[src/design/ptq_pkg.sv]
// ============================================================================
// ptq_pkg
// Shared types and constants for the priority task queue.
// ============================================================================
`default_nettype none

package ptq_pkg;

    localparam int QUEUE_DEPTH = 128;
    localparam int CNT_W       = $clog2(QUEUE_DEPTH + 1);
    localparam int TAG_W       = 16;
    localparam int PRIO_W      = 16;

    typedef enum logic [1:0] {
        ST_OK    = 2'd0,
        ST_FULL  = 2'd1,
        ST_EMPTY = 2'd2
    } status_t;

    typedef struct packed {
        logic [TAG_W-1:0]  tag;
        logic [PRIO_W-1:0] prio;
    } entry_t;

    // Operation broadcast to every cell of the chain.
    typedef struct packed {
        logic   ins;     // sorted insert of word
        logic   ext;     // pop head, shift left
        entry_t word;
    } cell_op_t;

endpackage

`default_nettype wire

[src/design/ptq_cell.sv]
// ============================================================================
// ptq_cell
// One slot of the sorted chain: holds one task word, shifts left on pop,
// takes the new word or its left neighbor on a sorted insert.
// ============================================================================
`default_nettype none

module ptq_cell (
    input  wire logic             clk,
    input  wire ptq_pkg::cell_op_t op,
    input  wire logic             occ,        // slot holds a task
    input  wire logic             left_disp,  // left neighbor moves right
    input  wire ptq_pkg::entry_t  left_entry,
    input  wire ptq_pkg::entry_t  right_entry,
    output logic                  disp,       // this slot moves right
    output ptq_pkg::entry_t       entry
);
    import ptq_pkg::*;

    entry_t entry_reg;
    entry_t entry_next;

    // Strict compare: equal priorities stay ahead, so older wins.
    assign disp  = op.ins && (!occ || (op.word.prio > entry_reg.prio));
    assign entry = entry_reg;

    always_comb
    begin
        entry_next = entry_reg;
        if (op.ext)
        begin
            entry_next = right_entry;
        end
        else if (disp)
        begin
            entry_next = left_disp ? left_entry : op.word;
        end
    end

    always_ff @(posedge clk)
    begin
        entry_reg <= entry_next;
    end

endmodule

`default_nettype wire

[config.mk]
export PLATFORM = sky130hd
export DESIGN_NAME = ptq_cell
export DESIGN_NICKNAME = d
export VERILOG_FILES = /design/src/design/ptq_pkg.sv /design/src/design/ptq_cell.sv
export SDC_FILE = /design/constraint.sdc
export NUM_CORES = 1
export LEC_CHECK = 0
export BUFFER_PORTS_ARGS = -buffer_cell sky130_fd_sc_hd__clkbuf_2
export CAP_MARGIN = 20
export CORE_UTILIZATION = 46
export CTS_CLUSTER_SIZE = 8
export DETAILED_ROUTE_END_ITERATION = 8
export GPL_TIMING_DRIVEN = 0
export MAX_ROUTING_LAYER = met4
export PLACE_DENSITY = 0.89
export SLEW_MARGIN = 30
export SYNTH_ARGS = -nofsm -noshare
export SYNTH_HDL_FRONTEND = slang
export SYNTH_SLANG_ARGS = --single-unit
[constraint.sdc]
create_clock -name clk -period 12.4 [get_ports clk]
set_clock_uncertainty 0.2 [all_clocks]
set_input_delay 1.86 -clock clk [delete_from_list [all_inputs] [get_ports clk]]
set_output_delay 1.86 -clock clk [all_outputs]
set_load 0.01 [all_outputs]
==> impl_metrics.json, run 1 <==
{
  "drv_cap": 0,
  "drtAntennaViolNets": 0,
  "crit_type": "in2out",
  "rsz0062_at_grt": "no",
  "setup_slack_ps": 6722,
  "insertion_delay_ps": 270,
  "worstHoldStart": "entry[0]",
  "fin_crit_sh_pct": 45.79,
  "met2_length_mm": 2.847,
  "report.final.slew_viol_count": 0,
  "hold_viol": 0,
  "fin_nets": 459,
  "cts_root_buf": "clkbuf_8",
  "rows": 23,
  "synth.cell_area_sq_mm": 0.002053,
  "yosysWarnings": 0,
  "crit_start": "op[15]",
  "initial_utilization_pct": 49.55,
  "cts_setup_buffers": 0,
  "powerDensity_mw_per_mm2": 102.3,
  "gp_congestion": 0.8621,
  "cpPeakStageDelay_ps": 570,
  "swShare_pct": 28.62,
  "grt_max_degree": 19,
  "vias_per_cell": 5.143,
  "largest_register_ffs": 32,
  "start_kind": "input pin",
  "cts_max_level": 2,
  "die_area_sq_mm": 0.004735,
  "drc_errors": 0,
  "dp_slack_ps": 6716,
  "leakagePower_nw": 1.509,
  "synth_cell_types": 21,
  "cp_max_fo": 4,
  "crit_family": "simple AND/OR/NAND/NOR gates",
  "core_area_sq_mm": 0.004144,
  "slew-limit-headroom_pct": 53.96,
  "yosys-top-cells-area": "edfxtp_1, mux2i_1, ha_1, o21ai_0, nand2_1",
  "grt_overflow": 0,
  "power_frac_comb_pct": 27.7,
  "critPathMostFrequentCell": "clkbuf_2",
  "syn_inst": 203,
  "grt_first_pass_wirelength_mm": 8.045,
  "finalSetupViolCount": 0,
  "rrSetupSlack_ps": 9370,
  "seq_area_frac_synth_pct": 46.80,
  "syn_nets": 320,
  "first_global_vias": 1862,
  "cts-resized-gates": 0,
  "met1Wirelength_mm": 2.150,
  "synth_seq_cells": 32,
  "status": "completed",
  "cts_hold_buffers": 0,
  "critical_path_arrival_ps": 3620,
  "final.fill_count": 340,
  "ir_drop_v": 0.00005951,
  "fin_crit_ps": 5678,
  "syn2layout_area_growth_pct": 41.01,
  "synth_area_leader_cell": "edfxtp_1",
  "die_y_um": 68.81,
  "antenna_cells": 0,
  "wl_mm": 5.467,
  "clockBufferDepth": 2,
  "grt_usage_pct": 24.63,
  "worstMarginPinSlew_ps": 690.6,
  "hold_class": "reg2reg",
  "cts.sinks": 32,
  "r2r-start": "entry[15]",
  "p_seq_share_pct": 47.2,
  "syn_area_per_cell_sq_um": 10.11,
  "antenna_found_initial": 0,
  "die-width_um": 68.81,
  "cts_tree": "done",
  "internal-power_w": 0.0002114,
  "worstPathCellList": "clkbuf_2 -> ha_1 -> nand4_2 -> or4_4 -> o31ai_2 -> a31oi_1 -> clkbuf_2",
  "maxClockFrequency_mhz": 176.1,
  "met3_length_um": 392,
  "dpl.hpwl_mm": 4.534,
  "switching_power_w": 0.00008477,
  "highest_layer": "met4",
  "io-pin-count": 134,
  "clkPwrFrac_pct": 25.0,
  "drive_above_1_share_pct": 42.40,
  "required_ps": 10340,
  "post_drt_wl_per_cell_um": 13.95,
  "cts_buffers": 5,
  "place.port_buffers": 131,
  "endpoint_kind": "output pin",
  "drt-initial-drc-count": 175,
  "slowest_stage": "or4_4",
  "synth_top_area_share_pct": 46.80,
  "vias": 2016,
  "first_pass_iters": 4,
  "path_buf_inv": 2,
  "clk_pin_slew_ps": 60,
  "fin_setup_tns_ps": 0
}
## tightest hold or removal path, cell delays in order, from the launching register on
cell and delay, ps:
edfxtp_1 350, ha_1 120, nand3_1 70, o31ai_2 310, a32oi_4 170
## cell usage in the layout, fill, tap and decap left out, types with 2 or more instances in the layout
cell	count
a21oi_1	6
inv_1	17
mux2i_1	32
ha_1	16
clkbuf_8	5
clkbuf_2	131
edfxtp_1	32
o21ai_0	35
buf_2	3
nor3_1	3
nand2_1	39
clkbuf_1	9
nor2b_1	2
## metal layers
metal / vias to the layer above / GRT usage (%)
met4: 0 / 10.71
li1: 1008 / -
met1: 908 / 26.23
met5: - / -
met3: 6 / 4.934
met2: 94 / 44.12
## final cells by class
| type | count | area [sq um] | share of cell area [%] |
|---|---|---|---|
| buffer | 11 | 45.04 | 1.556 |
| clock buffer | 6 | 72.57 | 2.506 |
| clock inverter | 1 | 5.005 | 0.1729 |
| inverter | 17 | 63.81 | 2.204 |
| multi-input combinational | 143 | 1002 | 34.62 |
| sequential | 32 | 960.9 | 33.19 |
| tap | 50 | 62.56 | 2.161 |
| timing repair buffer | 132 | 683.2 | 23.60 |
## kinds of logic after synthesis
| kind of cell | after synthesis | synth area share, % |
|---|---|---|
| compound gates | 46 | 12.07 |
| mux | 32 | 15.60 |
| fa+ha+maj | 16 | 9.750 |
| simple gates | 49 | 10.48 |
| buf+inv | 28 | 5.301 |
| flops | 32 | 46.80 |
## power groups by stage
stage                Clock, W  Sequential (W)  Combinational, W
detailed placement          0        0.000142         0.0000828
finish              0.0000742        0.000140         0.0000821
global route        0.0000790        0.000141         0.0000921
global placement            0        0.000143         0.0000761
floorplan                   0        0.000149         0.0000347
CTS                 0.0000747        0.000140         0.0000831
## worst paths after layout
check | depth (start not counted) | end
hold / removal | 4 | entry[22]
hold reg to reg | 4 | entry[22]
setup / recovery | 7 | disp
setup reg to reg | 7 | entry[23]
## Yosys cell counts
| master | instances |
|---|---|
| a32oi_1 | 1 |
| or4_4 | 1 |
| nor3_1 | 3 |
| a21o_1 | 1 |
| clkbuf_1 | 8 |
| edfxtp_1 | 32 |
| nand4_1 | 1 |
| a21oi_1 | 6 |
| ha_1 | 16 |
| nand2_1 | 39 |
| o21ai_0 | 35 |
| nand3_1 | 1 |
| buf_2 | 3 |
| nor2b_1 | 2 |
| nand4_2 | 1 |
| mux2i_1 | 32 |
| o21bai_1 | 1 |
| nor4_1 | 1 |
| inv_1 | 17 |
| a31oi_1 | 1 |
| o31ai_2 | 1 |
## through the flow
| stage | power (W) | utilization, % | instance area [sq um] | instances | hold WS (ps) |
|---|---|---|---|---|---|
| final | 0.0002962 | 69.87 | 2895 | 392 | 1039 |
| after CTS | 0.0002979 | 69.87 | 2895 | 392 | 1049 |
| after detailed placement | 0.0002251 | 68.00 | 2818 | 385 | 1035 |
| after global placement | 0.0002187 | 66.88 | 2771 | 384 | 1720 |
| after floorplan | 0.0001837 | - | 2053 | 203 | 1469 |
| after global routing | 0.0003122 | 69.87 | 2895 | 392 | 1129 |
Note: power is estimated with default switching activity, not from simulation.
==> run 2: changes to the inputs <==
Settings changed: CORE_UTILIZATION 46 to 42, PLACE_DENSITY 0.89 to 0.83.
Clock period 12.4 ns to 5.7 ns, I/O delays scaled along.
==> run 2 against run 1 <==
  * Register-to-register slack got worse by 6600 ps
  * Total power rose by 120%
  * Clock power rose by 110%
  * Core utilization fell by 7.8 points
  * Via count fell by 2.4%
  * Die area rose by 9.2%
  * Critical path depth did not move
  * Cell area rose by 1.2%
  * Sequential share of layout area fell by 0.40 points
  * Sequential cell count did not move
==> impl_metrics.json, run 2 (synthesis gave the netlist of run 1 again) <==
{
  "vias_per_cell": 4.798,
  "cts.sinks": 32,
  "grt_usage_pct": 21.31,
  "worstPathCellList": "clkbuf_2 -> ha_1 -> nand4_2 -> or4_4 -> o31ai_2 -> a31oi_1 -> clkbuf_2",
  "cts-resized-gates": 0,
  "cts_hold_buffers": 0,
  "drv_cap": 0,
  "first_pass_iters": 4,
  "clk_pin_slew_ps": 70,
  "whs_ps": 651.1,
  "path_buf_inv": 2,
  "fin_setup_tns_ps": 0,
  "syn2layout_area_growth_pct": 42.72,
  "die_area_sq_mm": 0.005172,
  "core_area_sq_mm": 0.004723,
  "report.final.slew_viol_count": 0,
  "slew-limit-headroom_pct": 61.52,
  "grt_first_pass_wirelength_mm": 8.204,
  "fin_crit_ps": 3668,
  "insertion_delay_ps": 280,
  "endpoint_kind": "output pin",
  "powerDensity_mw_per_mm2": 219.0,
  "wl_mm": 5.172,
  "die-width_um": 71.92,
  "antenna_cells": 0,
  "dpl.hpwl_mm": 4.192,
  "largest_register_ffs": 32,
  "rsz0062_at_grt": "no",
  "place.port_buffers": 131,
  "slowest_stage": "or4_4",
  "start_kind": "input pin",
  "rows": 25,
  "cts_buffers": 5,
  "drt-initial-drc-count": 62,
  "layout_common_cells": "clkbuf_2, nand2_1, o21ai_0",
  "ir_drop_v": 0.0001349,
  "fin_crit_sh_pct": 64.35,
  "final_design_area_no_fill_sq_mm": 0.002930,
  "dp.cells": 403,
  "antenna_found_initial": 0,
  "gp_congestion": 0.8578,
  "leakagePower_nw": 1.515,
  "cts_setup_buffers": 0,
  "hold_viol": 0,
  "finalSetupViolCount": 0,
  "first_global_vias": 1879,
  "required_ps": 4640,
  "maxClockFrequency_mhz": 272.6,
  "critPathMostFrequentCell": "clkbuf_2",
  "final_common_cell": "clkbuf_2",
  "hold_class": "in2reg",
  "grt_overflow": 0,
  "drive_above_1_share_pct": 42.27,
  "cts_tree": "done",
  "vias": 1967,
  "clockBufferDepth": 2,
  "critical_path_arrival_ps": 2610,
  "dpl_cell_area_sq_mm": 0.002854,
  "crit_type": "in2out",
  "die_y_um": 71.92,
  "crit_family": "simple AND/OR/NAND/NOR gates",
  "cts_max_level": 2,
  "cp_max_fo": 4,
  "final_cell_count_no_fill": 410,
  "drc_errors": 0,
  "io-pin-count": 134,
  "post_drt_wl_per_cell_um": 12.61,
  "cts_root_buf": "clkbuf_8",
  "fin_nets": 460,
  "worstMarginPinSlew_ps": 572.0,
  "drtAntennaViolNets": 0,
  "grt_max_degree": 18,
  "final.fill_count": 414,
  "cpPeakStageDelay_ps": 570,
  "status": "completed",
  "initial_utilization_pct": 43.47
}
==> run 2: changes by cell type in the layout (fill, tap and decap cells not counted), sizes merged <==
cell	delta
buf	+1
clkbuf	-1
clkinv	+1
==> run 2: worst register-to-register path, cell delays in order, from the launching register on <==
cell and delay, ps:
edfxtp_1 350, inv_1 50, ha_1 320, nand4_2 160, or4_4 570, a21o_1 210, a32oi_4 370, buf_8 210
buf_16 170
==> run 2: power breakdown <==
part / switching, W / total, W / leakage (nW) / internal [W]
clock: 0.0000783 / 0.000159 / 0.0391 / 0.0000805
combinational: 0.0000940 / 0.000179 / 1.15 / 0.0000845
sequential: 0.0000102 / 0.000304 / 0.326 / 0.000294
total: 0.000183 / 0.000642 / 1.52 / 0.000459
==> run 2: path summary, 6_finish.rpt <==
check / startpoint / end / slack (ps) / depth (start not counted)
setup / recovery: op[15] / disp / 2030 / 7
hold / removal: right_entry[7] / entry[7] / 650 / 3
setup reg to reg: entry[15] / entry[20] / 2800 / 8
hold reg to reg: entry[0] / entry[3] / 950 / 4
==> run 2: routing by layer <==
layer / up-vias / global-route usage (%) / share of wire, %
met4: 0 / 7.190 / 1.9
met1: 865 / 24.05 / 42
li1: 1005 / - / -
met3: 11 / 5.556 / 6.8
met2: 86 / 36.79 / 50
met5: - / - / 0
==> run 2: through the flow <==
stage / total power, W / setup WS [ps] / utilization, %
3_3_place_gp: 0.0004762 / 272.2 / 59.13
6_report: 0.0006416 / 2032 / 62.04
3_5_place_dp: 0.0004898 / 2032 / 60.42
2_1_floorplan: 0.0003997 / 1259 / -
5_1_grt: 0.0006825 / 1924 / 62.04
4_1_cts: 0.0006487 / 2034 / 62.04
==> run 2: final cells by class <==
type,count,area [sq um],area share [%]
clock buffers,5,68.82,2.348
repair buffers,133,698.2,23.83
multi-input cells,143,1002,34.20
flip-flops and latches,32,960.9,32.79
clock inverters,2,7.507,0.2562
inverters,17,63.81,2.178
plain buffers,11,45.04,1.537
well taps,67,83.83,2.861
==> run 3: changes to the inputs <==
Settings changed: ABC_AREA set to 1, CORE_UTILIZATION 42 to 39, PLACE_DENSITY 0.83 to 0.81.
Clock period 5.7 ns to 3.2 ns, I/O delays scaled along.
==> run 3 against run 2 <==
  * First-iteration DRC count rose by 56%
  * Combinational power is 71% higher
  * Critical endpoint unchanged
  * Critical path depth is 4 higher
  * Worst setup slack lost 1400 ps
  * Via count increased by 11%
  * Final cell count is 12% higher
  * Total power grew 76%
  * Cell area is 0.38% lower
  * Sequential cell count stayed put
==> impl_metrics.json, run 3 <==
{
  "final_common_cell": "clkbuf_2",
  "ir_drop_v": 0.0001902,
  "drt-initial-drc-count": 97,
  "synth_cell_types": 15,
  "report.final.slew_viol_count": 0,
  "drive_above_1_share_pct": 39.49,
  "final.fill_count": 491,
  "synth_fa_ha_area_share_pct": 9.564,
  "switching_power_w": 0.0003262,
  "initial_utilization_pct": 40.73,
  "power_frac_comb_pct": 27.1,
  "swShare_pct": 28.82,
  "wl_mm": 5.557,
  "endpoint_kind": "output pin",
  "gp_congestion": 0.8209,
  "die-width_um": 75.26,
  "internal-power_w": 0.0008055,
  "die_y_um": 75.26,
  "synth_seq_cells": 32,
  "insertion_delay_ps": 280,
  "synth_top_family_by_area": "simple AND/OR/NAND/NOR gates",
  "clk_pin_slew_ps": 70,
  "drc_errors": 0,
  "synthFlopType": "edfxtp_1",
  "multi_input_area_sq_um": 934.6,
  "synth_edf_count": 32,
  "status": "completed",
  "cts_tree": "done",
  "worstPathCellList": "inv_1 -> ha_1 -> a21oi_1 -> o21ai_0 -> a21oi_1 -> nand2_1 -> nand2_1 -> nand2_1 -> nand2_1 -> inv_1 -> clkbuf_2",
  "first_global_vias": 1987,
  "hold_class": "in2reg",
  "crit_type": "reg2out",
  "yosys-top-cells-area": "edfxtp_1, a21oi_1, ha_1, nand2_1, nor2_1",
  "cts_setup_buffers": 0,
  "io-pin-count": 134,
  "cp_max_fo": 2,
  "power.total_w": 0.001132,
  "cpPeakStageDelay_ps": 390,
  "cts_max_level": 2,
  "largest_register_ffs": 32,
  "final-seq-area_sq_um": 960.9,
  "vias_per_cell": 4.737,
  "vias": 2179,
  "antenna_cells": 0,
  "crit_family": "compound AO/OA/AOI/OAI gates",
  "powerDensity_mw_per_mm2": 387.7,
  "cts_hold_buffers": 0,
  "dp_slack_ps": 450.2,
  "synth.cell_area_sq_mm": 0.002093,
  "hold_viol": 0,
  "grt_max_degree": 33,
  "leakagePower_nw": 1.536,
  "grt_first_pass_wirelength_mm": 8.604,
  "grt_overflow": 0,
  "core_area_sq_mm": 0.005140,
  "worstMarginPinSlew_ps": 772.1,
  "cts-resized-gates": 0,
  "required_ps": 2520,
  "slowest_stage": "edfxtp_1",
  "cts_root_buf": "clkbuf_8",
  "path_buf_inv": 3,
  "grt_usage_pct": 21.30,
  "critical_path_arrival_ps": 1860,
  "synth_compound_area_share_pct": 17.33,
  "start_kind": "flop",
  "drtAntennaViolNets": 0,
  "drv_cap": 0,
  "yosysWarnings": 0,
  "syn_nets": 368,
  "rows": 26,
  "place.port_buffers": 131,
  "syn_inst": 251,
  "setup_slack_ps": 656.2,
  "finalSetupViolCount": 0,
  "fin_crit_ps": 2544,
  "seq_area_frac_synth_pct": 45.91,
  "slew-limit-headroom_pct": 48.34,
  "muxShareOfSynthArea_pct": 0,
  "dpl.hpwl_mm": 4.342,
  "first_pass_iters": 4,
  "fin_crit_sh_pct": 79.50,
  "cts_buffers": 5,
  "synth_common_cells": "a21oi_1, nand2_1, nor2_1",
  "fin_nets": 506,
  "synth_top_area_share_pct": 45.91,
  "synth_area_leader_cell": "edfxtp_1",
  "syn2layout_area_growth_pct": 39.45,
  "synthSimpleGateAreaFrac_pct": 17.63,
  "clkPwrFrac_pct": 25.9,
  "p_seq_share_pct": 47.0,
  "clockBufferDepth": 2,
  "die_area_sq_mm": 0.005664,
  "critPathMostFrequentCell": "nand2_1",
  "async_flop_share_pct": 0,
  "post_drt_wl_per_cell_um": 12.08,
  "maxClockFrequency_mhz": 393.1,
  "layout_common_cells": "clkbuf_2, a21oi_1, nand2_1",
  "rsz0062_at_grt": "no",
  "antenna_found_initial": 0,
  "synth.most_common_cell": "a21oi_1",
  "synth_xor_area_share_pct": 0,
  "cts.sinks": 32,
  "syn_area_per_cell_sq_um": 8.340
}
## run 3: cell types whose count changed after synthesis, sizes merged, moves of 2 or more
cell    previous run  this run
a21oi              6        70
nand2             39        53
clkbuf             8         0
nor2b              2         0
o21ai             35         1
buf                3        14
nor2               0        37
nor3               3         1
inv               17        23
mux2i             32         0
## run 3: per-stage QoR
stage	hold slack, ps	TNS, ps	util [%]	instance area, sq um	cells
2_1_floorplan	509.8	0	-	2093	251
3_3_place_gp	600.0	-46.98	55.18	2836	452
3_5_place_dp	606.7	0	55.23	2839	452
4_1_cts	311.1	0	56.79	2919	460
5_1_grt	330.3	0	56.79	2919	460
6_report	327.3	0	56.79	2919	460
## run 3: final timing paths
path	depth (start not counted)	start	slack, ps	end
max	11	entry[15]	660	disp
min	3	right_entry[2]	330	entry[2]
max reg2reg	10	entry[15]	680	entry[31]
min reg2reg	8	entry[0]	1510	entry[2]
## run 3: cells by family (layout without fill, tap and decap cells)
logic type / Yosys count / count (layout)
compound gates: 72 / 72
fa+ha+maj: 16 / 16
simple gates: 94 / 94
buf+inv: 37 / 176
flops: 32 / 32
## run 3: power by group through the flow
| stage | combinational [W] | clock, W | sequential (W) |
|---|---|---|---|
| 2_1_floorplan | 0.000145 | 0 | 0.000563 |
| 3_3_place_gp | 0.000299 | 0 | 0.000540 |
| 3_5_place_dp | 0.000308 | 0 | 0.000541 |
| 4_1_cts | 0.000309 | 0.000304 | 0.000532 |
| 5_1_grt | 0.000350 | 0.000318 | 0.000536 |
| 6_report | 0.000306 | 0.000294 | 0.000532 |
## run 3: per-layer routing
layer / track usage (%) / up-vias / share of wire, % / wire length (um)
met4: 8.642 / 0 / 1.6 / 91
met2: 36.64 / 107 / 50 / 2784
li1: - / 1121 / - / -
met1: 24.22 / 943 / 42 / 2324
met3: 4.418 / 8 / 6.4 / 356
met5: - / - / 0 / 0
## run 3: layout make-up
class,count,share of cell area [%]
flip-flops and latches,32,32.92
multi-input cells,182,32.02
clock inverters,1,0.1286
well taps,70,3.000
inverters,23,2.958
plain buffers,14,3.901
clock buffers,7,2.615
repair buffers,131,22.46
## run 3: worst min-delay path, stage by stage
cell and delay (ps):
clkbuf_2 80, nor2_1 30, a21oi_1 100
